## config.mk

```make
export PLATFORM = sky130hd
export DESIGN_NAME = line_point_generator_top
export DESIGN_NICKNAME = d
export VERILOG_FILES = /design/src/lpg_pkg.sv /design/src/lpg_dp.sv /design/src/lpg_ctrl.sv /design/src/line_point_generator_top.sv
export SDC_FILE = /design/constraint.sdc
export NUM_CORES = 1
export LEC_CHECK = 0
export ABC_CLOCK_PERIOD_IN_PS = 5380
export BUFFER_PORTS_ARGS = -buffer_cell sky130_fd_sc_hd__buf_2
export CORE_MARGIN = 2
export CORE_UTILIZATION = 40
export CTS_CLUSTER_DIAMETER = 60
export DETAILED_ROUTE_END_ITERATION = 8
export GPL_TIMING_DRIVEN = 0
export SLEW_MARGIN = 20
export SYNTH_ARGS = -nofsm -noshare
export SYNTH_HDL_FRONTEND = slang
export SYNTH_HIERARCHICAL = 1
export SYNTH_SLANG_ARGS = --single-unit
```

## constraint.sdc

```tcl
create_clock -name clk -period 5.38 [get_ports clk]
set_input_delay 1.345 -clock clk [delete_from_list [all_inputs] [get_ports clk]]
set_output_delay 1.345 -clock clk [all_outputs]
set_load 0.01 [all_outputs]
```

## src/lpg_pkg.sv

```systemverilog
// ----------------------------------------------------------------------------
// lpg_pkg
// Shared types for the line point generator: controller states and the
// command and status groups between controller and datapath.
// ----------------------------------------------------------------------------
package lpg_pkg;

	typedef enum logic [0:0] {
		ST_IDLE = 1'b0,
		ST_DRAW = 1'b1
	} lpg_state_t;

	typedef struct packed {
		logic load;
		logic push;
	} dp_cmd_t;

	typedef struct packed {
		logic at_end;
	} dp_status_t;

endpackage

```

## src/lpg_dp.sv

```systemverilog
// ----------------------------------------------------------------------------
// lpg_dp
// Line datapath: holds the current point, target, deltas, directions and
// error term, steps one cell per push and registers the cell for output.
// ----------------------------------------------------------------------------
module lpg_dp #(
	parameter int COORD_BITS = 6
) (
	input  logic                  clk,
	input  logic                  arst_n,
	input  lpg_pkg::dp_cmd_t      cmd,
	output lpg_pkg::dp_status_t   status,
	input  logic [COORD_BITS-1:0] start_x,
	input  logic [COORD_BITS-1:0] start_y,
	input  logic [COORD_BITS-1:0] end_x,
	input  logic [COORD_BITS-1:0] end_y,
	output logic [COORD_BITS-1:0] cell_x,
	output logic [COORD_BITS-1:0] cell_y,
	output logic                  last
);
	import lpg_pkg::*;

	localparam int ErrW = COORD_BITS + 2;
	localparam int CmpW = COORD_BITS + 3;

	logic [COORD_BITS-1:0] point_x_q, point_y_q, target_x_q, target_y_q;
	logic [COORD_BITS-1:0] delta_x_q, delta_y_q;
	logic [ErrW-1:0]       err_q;
	logic                  step_x_neg_q, step_y_neg_q;
	logic [COORD_BITS-1:0] cell_x_q, cell_y_q;
	logic                  last_q;

	logic                  lt_x, lt_y;
	logic [COORD_BITS-1:0] dx_load, dy_load;
	logic [ErrW-1:0]       err_load;
	logic [CmpW-1:0]       e2, dx_cmp, neg_dy_cmp;
	logic                  take_x, take_y, at_end;
	logic [ErrW-1:0]       err_next;
	logic [COORD_BITS-1:0] point_x_next, point_y_next;

	always_comb begin
		lt_x     = start_x < end_x;
		lt_y     = start_y < end_y;
		dx_load  = lt_x ? end_x - start_x : start_x - end_x;
		dy_load  = lt_y ? end_y - start_y : start_y - end_y;
		err_load = {2'b00, dx_load} - {2'b00, dy_load};
	end

	always_comb begin
		at_end     = (point_x_q == target_x_q) && (point_y_q == target_y_q);
		e2         = {err_q, 1'b0};
		dx_cmp     = {3'b000, delta_x_q};
		neg_dy_cmp = CmpW'(0) - {3'b000, delta_y_q};
		take_x     = $signed(e2) > $signed(neg_dy_cmp);
		take_y     = $signed(e2) < $signed(dx_cmp);
		err_next   = err_q - (take_x ? {2'b00, delta_y_q} : ErrW'(0))
			+ (take_y ? {2'b00, delta_x_q} : ErrW'(0));
		point_x_next = point_x_q;
		point_y_next = point_y_q;
		if (take_x) begin
			point_x_next = step_x_neg_q ? point_x_q - COORD_BITS'(1)
				: point_x_q + COORD_BITS'(1);
		end
		if (take_y) begin
			point_y_next = step_y_neg_q ? point_y_q - COORD_BITS'(1)
				: point_y_q + COORD_BITS'(1);
		end
	end

	always_ff @(posedge clk or negedge arst_n) begin
		if (!arst_n) begin
			point_x_q    <= '0;
			point_y_q    <= '0;
			target_x_q   <= '0;
			target_y_q   <= '0;
			delta_x_q    <= '0;
			delta_y_q    <= '0;
			err_q        <= '0;
			step_x_neg_q <= 1'b0;
			step_y_neg_q <= 1'b0;
		end else if (cmd.load) begin
			point_x_q    <= start_x;
			point_y_q    <= start_y;
			target_x_q   <= end_x;
			target_y_q   <= end_y;
			delta_x_q    <= dx_load;
			delta_y_q    <= dy_load;
			err_q        <= err_load;
			step_x_neg_q <= !lt_x;
			step_y_neg_q <= !lt_y;
		end else if (cmd.push && !at_end) begin
			point_x_q <= point_x_next;
			point_y_q <= point_y_next;
			err_q     <= err_next;
		end
	end

	// output word register
	always_ff @(posedge clk) begin
		if (cmd.push) begin
			cell_x_q <= point_x_q;
			cell_y_q <= point_y_q;
			last_q   <= at_end;
		end
	end

	assign status.at_end = at_end;
	assign cell_x        = cell_x_q;
	assign cell_y        = cell_y_q;
	assign last          = last_q;

endmodule

```

## src/lpg_ctrl.sv

```systemverilog
// ----------------------------------------------------------------------------
// lpg_ctrl
// Line controller: takes a command word, walks the line one cell per free
// output slot and keeps the output word valid until it is taken.
// ----------------------------------------------------------------------------
module lpg_ctrl (
	input  logic                clk,
	input  logic                arst_n,
	input  logic                s_tvalid,
	output logic                s_tready,
	output logic                m_tvalid,
	input  logic                m_tready,
	output lpg_pkg::dp_cmd_t    cmd,
	input  lpg_pkg::dp_status_t status
);
	import lpg_pkg::*;

	lpg_state_t state_q, state_d;
	logic       out_valid_q;
	logic       out_free;

	assign out_free = !out_valid_q || m_tready;

	always_comb begin
		state_d  = state_q;
		s_tready = 1'b0;
		cmd      = '0;
		unique case (state_q)
			ST_IDLE: begin
				s_tready = 1'b1;
				if (s_tvalid) begin
					cmd.load = 1'b1;
					state_d  = ST_DRAW;
				end
			end
			ST_DRAW: begin
				if (out_free) begin
					cmd.push = 1'b1;
					if (status.at_end) begin
						state_d = ST_IDLE;
					end
				end
			end
			default: begin
				state_d = ST_IDLE;
			end
		endcase
	end

	always_ff @(posedge clk or negedge arst_n) begin
		if (!arst_n) begin
			state_q     <= ST_IDLE;
			out_valid_q <= 1'b0;
		end else begin
			state_q <= state_d;
			if (cmd.push) begin
				out_valid_q <= 1'b1;
			end else if (m_tready) begin
				out_valid_q <= 1'b0;
			end
		end
	end

	assign m_tvalid = out_valid_q;

endmodule

```

## src/line_point_generator_top.sv

```systemverilog
// ----------------------------------------------------------------------------
// line_point_generator_top
// Bresenham line rasterizer: one command word in, one word per line cell out.
// ----------------------------------------------------------------------------
// Each command word gives a start and an end cell; the block emits every cell
// of the line from start to end, both included, in all octants, with tlast
// on the end cell. A line has N = max(|dx|,|dy|) + 1 cells. After the command
// is loaded, the single stepping datapath gives one cell per cycle while the
// output is not stalled; its error update and point step are combinational.
// The next command is taken as soon as the end cell sits in the output
// register, even while that word waits to be taken.
module line_point_generator_top #(
	parameter int COORD_BITS = 6
) (
	input  logic                                  clk,
	input  logic                                  arst_n,
	input  logic                                  s_tvalid,
	output logic                                  s_tready,
	// start_x, start_y, end_x, end_y, zero fill
	input  logic [((4*COORD_BITS+7)/8)*8-1:0]     s_tdata,
	output logic                                  m_tvalid,
	input  logic                                  m_tready,
	// cell_x, cell_y, zero fill
	output logic [((2*COORD_BITS+7)/8)*8-1:0]     m_tdata,
	output logic                                  m_tlast
);
	import lpg_pkg::*;

	localparam int OutW = ((2*COORD_BITS+7)/8)*8;

	dp_cmd_t               cmd;
	dp_status_t            status;
	logic [COORD_BITS-1:0] cell_x, cell_y;

	lpg_ctrl u_ctrl (
		.clk      (clk),
		.arst_n   (arst_n),
		.s_tvalid (s_tvalid),
		.s_tready (s_tready),
		.m_tvalid (m_tvalid),
		.m_tready (m_tready),
		.cmd      (cmd),
		.status   (status)
	);

	lpg_dp #(
		.COORD_BITS (COORD_BITS)
	) u_dp (
		.clk     (clk),
		.arst_n  (arst_n),
		.cmd     (cmd),
		.status  (status),
		.start_x (s_tdata[COORD_BITS-1:0]),
		.start_y (s_tdata[2*COORD_BITS-1:COORD_BITS]),
		.end_x   (s_tdata[3*COORD_BITS-1:2*COORD_BITS]),
		.end_y   (s_tdata[4*COORD_BITS-1:3*COORD_BITS]),
		.cell_x  (cell_x),
		.cell_y  (cell_y),
		.last    (m_tlast)
	);

	assign m_tdata = OutW'({cell_y, cell_x});

endmodule

```

---- After elaboration in Yosys (flattened, before gate mapping) ----
Index checks and enable logic that the tools add are counted.
storage, ports and cells
  output and inout bits ................... 19
  bits of input ports ..................... 28
  logic and storage cells ................. 70
  register bits ........................... 61
cells by class
  equality and inequality tests ........... 2
  order comparisons ....................... 4
  reductions and logical operators ........ 13
  bitwise operators ....................... 1
  muxes and demuxes ....................... 24
  $add $sub $neg .......................... 12
operators with widths
  operator               count
  $mux W6                12
  $sub A6 B6 Y6          4
  $mux W8                2
  $add A6 B1 Y6 const B  2
  $eq A6 B6 Y1           2
  $lt A6 B6 Y1           2
  $sub A6 B1 Y6 const B  2
  $gt A9 B9 Y1           1
  $lt A9 B7 Y1           1
  $mux W1                9
  $add A8 B8 Y8          1
  $reduce_bool A2 Y1     4
  $sub A8 B8 Y8          1
  $sub A1 B6 Y7 const A  1
  $sub A6 B6 Y7          1
  $logic_not A1 Y1       4
  $reduce_and A2 Y1      2
  $logic_and A1 B1 Y1    2
  $pmux W1 S2            1
  $logic_or A1 B1 Y1     1
  $not A1 Y1             1

---- Depth between registers and ports, before layout ----
  depth in word-level cells ............... 7
  depth in mapped cells ................... 22
  gate-level depth less buffers ........... 22

---- By module ----
Netlist, hierarchy kept.
modules (own cells, without submodules)
  module                    times used  seq. area each (µm²)  area an instance (µm²)  cells an instance
  lpg_dp                    1           1541.5                4719.5                  487
  lpg_ctrl                  1           50.0                  96.3                    9
  line_point_generator_top  1           0.0                   33.8                    5

---- Least setup slack after synthesis ----
OpenSTA, ideal clock, no wires.
  kind .................................... input port to flip-flop
  start point ............................. input port s_tdata[8]
  end point ............................... register u_dp.err_q[7]
  arrival ................................. 4.197 ns
  required time ........................... 5.303 ns
  buffers on the path ..................... 0
  slack ................................... 1.106 ns
  cell stages on the path ................. 15
  library setup time ...................... 0.077 ns
  path through ............................ inv_1 ha_1 nor2b_1 o21ai_0 nand2b_1 a31oi_4 mux2_2 fa_1 a21o_1 a21oi_1 nor2b_1 o21ai_0 nand3b_1 a22o_1 a21oi_1
on the way
  cells in the longest elaborated chain, start to end .. 4
  elaborated cells on any way between the ends .. 6
  those cells by class .................... add/sub (3); order compare (1); mux (2)
RTL lines
  element                                        line                            text
  from (decl)                                    line_point_generator_top.sv:20  input logic [((4*COORD_BITS+7)/8)*8-1:0] s_tdata,
  $sub A6 B6 Y6 or $lt A6 B6 Y1 (tied branches)  lpg_dp.sv:45, lpg_dp.sv:43
  $mux W6 (*)                                    lpg_dp.sv:45                    dy_load = lt_y ? end_y - start_y : start_y - end_y;
  $sub A6 B6 Y7 (*)                              lpg_dp.sv:46                    err_load = {2'b00, dx_load} - {2'b00, dy_load};
  $mux W8 (*)                                    lpg_dp.sv:81                    end else if (cmd.load) begin
  to (signal assigned)                           lpg_dp.sv:88                    err_q <= err_load;
  to (signal assigned)                           lpg_dp.sv:94                    err_q <= err_next;
  to (decl)                                      lpg_dp.sv:28                    logic [ErrW-1:0] err_q;
Every way passes the cells marked *; elsewhere a longest branch is shown, timed or not.
A chain may end at the register's enable or synchronous reset.

---- Final worst setup path ----
  start point ............................. register u_dp.delta_y_q[2]
  end point ............................... register u_dp.err_q[5]
on the way
  cells in the longest elaborated chain, start to end .. 7
RTL lines
  element                 line          text
  from (decl)             lpg_dp.sv:27  logic [COORD_BITS-1:0] delta_x_q, delta_y_q;
  from (signal assigned)  lpg_dp.sv:87  delta_y_q <= dy_load;
  $sub A1 B6 Y7           lpg_dp.sv:53  neg_dy_cmp = CmpW'(0) - {3'b000, delta_y_q};
  $gt A9 B9 Y1            lpg_dp.sv:54  take_x = $signed(e2) > $signed(neg_dy_cmp);
  $mux W6 (*)             lpg_dp.sv:56  err_next = err_q - (take_x ? {2'b00, delta_y_q} : ErrW'(0))
  $sub A8 B8 Y8 (*)       lpg_dp.sv:56
  $add A8 B8 Y8 (*)       lpg_dp.sv:57  + (take_y ? {2'b00, delta_x_q} : ErrW'(0));
  $mux W8 (*)             lpg_dp.sv:91  end else if (cmd.push && !at_end) begin
  $mux W8 (*)             lpg_dp.sv:81
Every way passes the cells marked *; elsewhere a longest branch is shown, timed or not. The select of a mux whose other input is x is not followed.

==> run metrics <==
Crit path required time=5570 ps; Placer Congestion=0.8090; post-synthesis cell count=501; placed insts=slightly below 700; Max Cap Viol=0; slowest cell on the critical path=fa_1; post-CTS sizing=0; initial antenna violation count=0; Worst Slack Setup Final=about 800 ps; total gr overflow=0; 1st-iter DRT viols=between 200 and 250; ys flop type=dfrtp_1; Crit path largest cell delay=580 ps; Clock Sinks=between 60 and 70; status=complete, no violations; WL/cell=15.98 um; CTS tree=built; Post-Route WL=11330 um; core area=11910 um^2; Routed Antenna Nets=0; Yosys reg bits=61; Final Max Tran Viols=0; r2r setup slk=800 ps; htree depth=3; I/O pin total=47; Power per Cell Area=581.6 nW/um^2; CP Class=reg2reg; fillcell total=approximately 1200; headroom to the max-slew limit=0.4404; clock root buffer=clkbuf_16; fin crit share=0.8513; Max Fclk=~0.22 GHz; Final HPWL DP=approximately 9000 um; via density per instance=5.113; first-pass GRT wire length=18600 um; setup violators final=0; die footprint=13020 um^2; Final nets=657; Netlist Area Pre-Place=4850 um^2; total power=3.241 mW; EDFF count, synth=13; Final Hold Slack=510.3 ps; CP Max Fanout=6; critical path cell sequence=nor3_1 -> nor3b_1 -> xor2_1 -> ha_1 -> nand3_1 -> nor4_1 -> a211o_1 -> nor2_1 -> fa_1 -> inv_1 -> ha_1 -> a21o_1 -> a21oi_1 -> o21bai_1 -> a21oi_1 -> xor2_1 -> o21ai_0 -> a21boi_0; fraction of registers with async set/reset=0.7869; Lkg Pwr=~2.7 nW; Worst EP arrival=4770 ps; nature of the critical path startpoint=flip-flop; vias in the first global route=~3700; yosys warns=6; setup bufs post-CTS=0; Post-Syn Area per Cell=between 9 and 10 um^2; port bufs=42; Clock transition at path regs=60 ps; Pre-Repair DR Iteration Count=4; pre-CTS setup slack=622.8 ps; crit path time final=4580 ps; clk_lat worst skew=about 340 ps; Worst Hold Class=reg2reg; fraction of layout cells with a size suffix above 1=0.1690; RSZ-0062 raised after global routing=no; initial core utilization=0.4071; die width=114.1 um; clock tree buffer depth=2; num rows=40; CP endpoint kind=flip-flop; die extent in y=114.1 um; maximum vdd ir drop=0.2803 mV; Worst-Margin Slew=839.4 ps; largest net degree at the start of global routing=49; post-synthesis cell type count=57; Clock Skew=4.529 ps; Final Hold Viols=0; vias post-DR=3625; DRC Markers=0; GRT Total Usage=0.1853; Post-CTS Hold Fix Bufs=0; register area share after synthesis=0.3282; ant diodes=0; final instance count without filler cells=709; TritonCTS Buffers=9; Layout area overhead=14.91%; Fin Setup TNS=0 ps
-- path summary, 6_finish.rpt --
kind                              startpoint                  to  cells past startpoint
min                        u_dp/point_y_q[5]      u_dp/cell_y[5]                      0
max reg2reg                u_dp/delta_y_q[2]       u_dp/err_q[5]                     18
max                        u_dp/delta_y_q[2]       u_dp/err_q[5]                     18
min in group asynchronous             arst_n  u_dp/target_y_q[5]                      1
min reg2reg                u_dp/point_y_q[5]      u_dp/cell_y[5]                      0
max in group asynchronous             arst_n   u_dp/point_x_q[1]                      1
-- power breakdown --
group          switching [mW]  leakage (nW)  total [mW]  internal (mW)
logic                   0.993          1.82        1.84          0.846
clock network           0.214         0.151       0.616          0.402
registers               0.148         0.697       0.786          0.637
total                    1.36          2.66        3.24           1.89
-- logic make-up after synthesis --
logic type	after synthesis	share of synthesized area
buffers and inverters	81	0.06811
other	1	0.0007733
AOI/OAI and AO/OA	104	0.1396
muxes	29	0.06476
xor gates and xnor gates	42	0.07585
and+or+nand+nor	111	0.1169
DFF	61	0.3282
adders and majority gates	72	0.2059
-- cells in the final DEF, fill, tap and decap left out, drive strengths merged, types with 13 or more instances in the layout --
master	n
inv	66
ha	59
buf	50
dfrtp	48
a21oi	39
nand2	35
xnor2	30
o21ai	28
nor2	24
mux2	19
nor2b	17
clkbuf	16
fa	13
edfxtp	13
-- through the flow --
stage / cell area [um^2] / utilization
6_report: 5573 / 0.4679
2_1_floorplan: 4861 / -
3_3_place_gp: 5255 / 0.4412
5_1_grt: 5573 / 0.4679
3_5_place_dp: 5258 / 0.4414
4_1_cts: 5573 / 0.4679
-- registers in the layout (all words and copies together), names as in the netlist, 6 cells and up --
register	flops
u_dp/target_y_q	6
u_dp/delta_x_q	6
u_dp/cell_y	6
u_dp/target_x_q	6
u_dp/cell_x	6
u_dp/delta_y_q	6
u_dp/err_q	8
u_dp/point_x_q	6
u_dp/point_y_q	6
-- critical path, delay by kind of cell, from the launching register on --
family | cells | cell delay (ps)
AO/OA/AOI/OAI | 7 | 1280
adder cells (fa/ha/maj) | 3 | 1170
buffers and inverters | 1 | 60
flip-flops | 1 | 450
AND/OR/NAND/NOR | 5 | 1150
XOR/XNOR | 2 | 320
-- cell type report --
cell class | count | area, um^2 | share of cell area
clock inverters | 7 | 90.09 | 0.01617
plain buffers | 15 | 82.58 | 0.01482
clock buffers | 9 | 225.2 | 0.04041
flip-flops and latches | 61 | 1592 | 0.2856
well taps | 147 | 183.9 | 0.03300
inverters | 66 | 247.7 | 0.04445
repair buffers | 42 | 212.7 | 0.03817
multi-input cells | 362 | 2939 | 0.5274
-- metal layers --
metal  vias to the layer above  part of all wire  global-route usage
li1                       1793                 -                   -
met1                      1754              0.48              0.2544
met2                        63              0.46              0.2909
met3                        15             0.041             0.04341
met4                         0             0.016             0.05772
met5                         -                 0                   0
-- cells in the mapped netlist (3+ instances only) --
master / n / area [um^2]
nand2_1: 35 / 131.4
nor3b_1: 3 / 22.52
xor2_1: 12 / 105.1
mux2i_1: 10 / 100.1
nor2b_1: 17 / 106.4
a21o_1: 10 / 75.07
nor2_1: 23 / 86.33
buf_4: 5 / 37.54
fa_1: 13 / 260.3
o21ai_1: 6 / 30.03
mux2_2: 19 / 214.0
inv_1: 66 / 247.7
o21ai_0: 21 / 105.1
dfrtp_1: 48 / 1201
a211oi_1: 3 / 22.52
nand2b_1: 9 / 56.30
o21bai_1: 3 / 22.52
ha_1: 59 / 738.2
nor3_1: 7 / 35.03
xnor2_1: 30 / 262.8
clkbuf_1: 7 / 26.28
a21oi_1: 38 / 190.2
edfxtp_1: 13 / 390.4
Note: power is estimated with default switching activity, not from simulation.
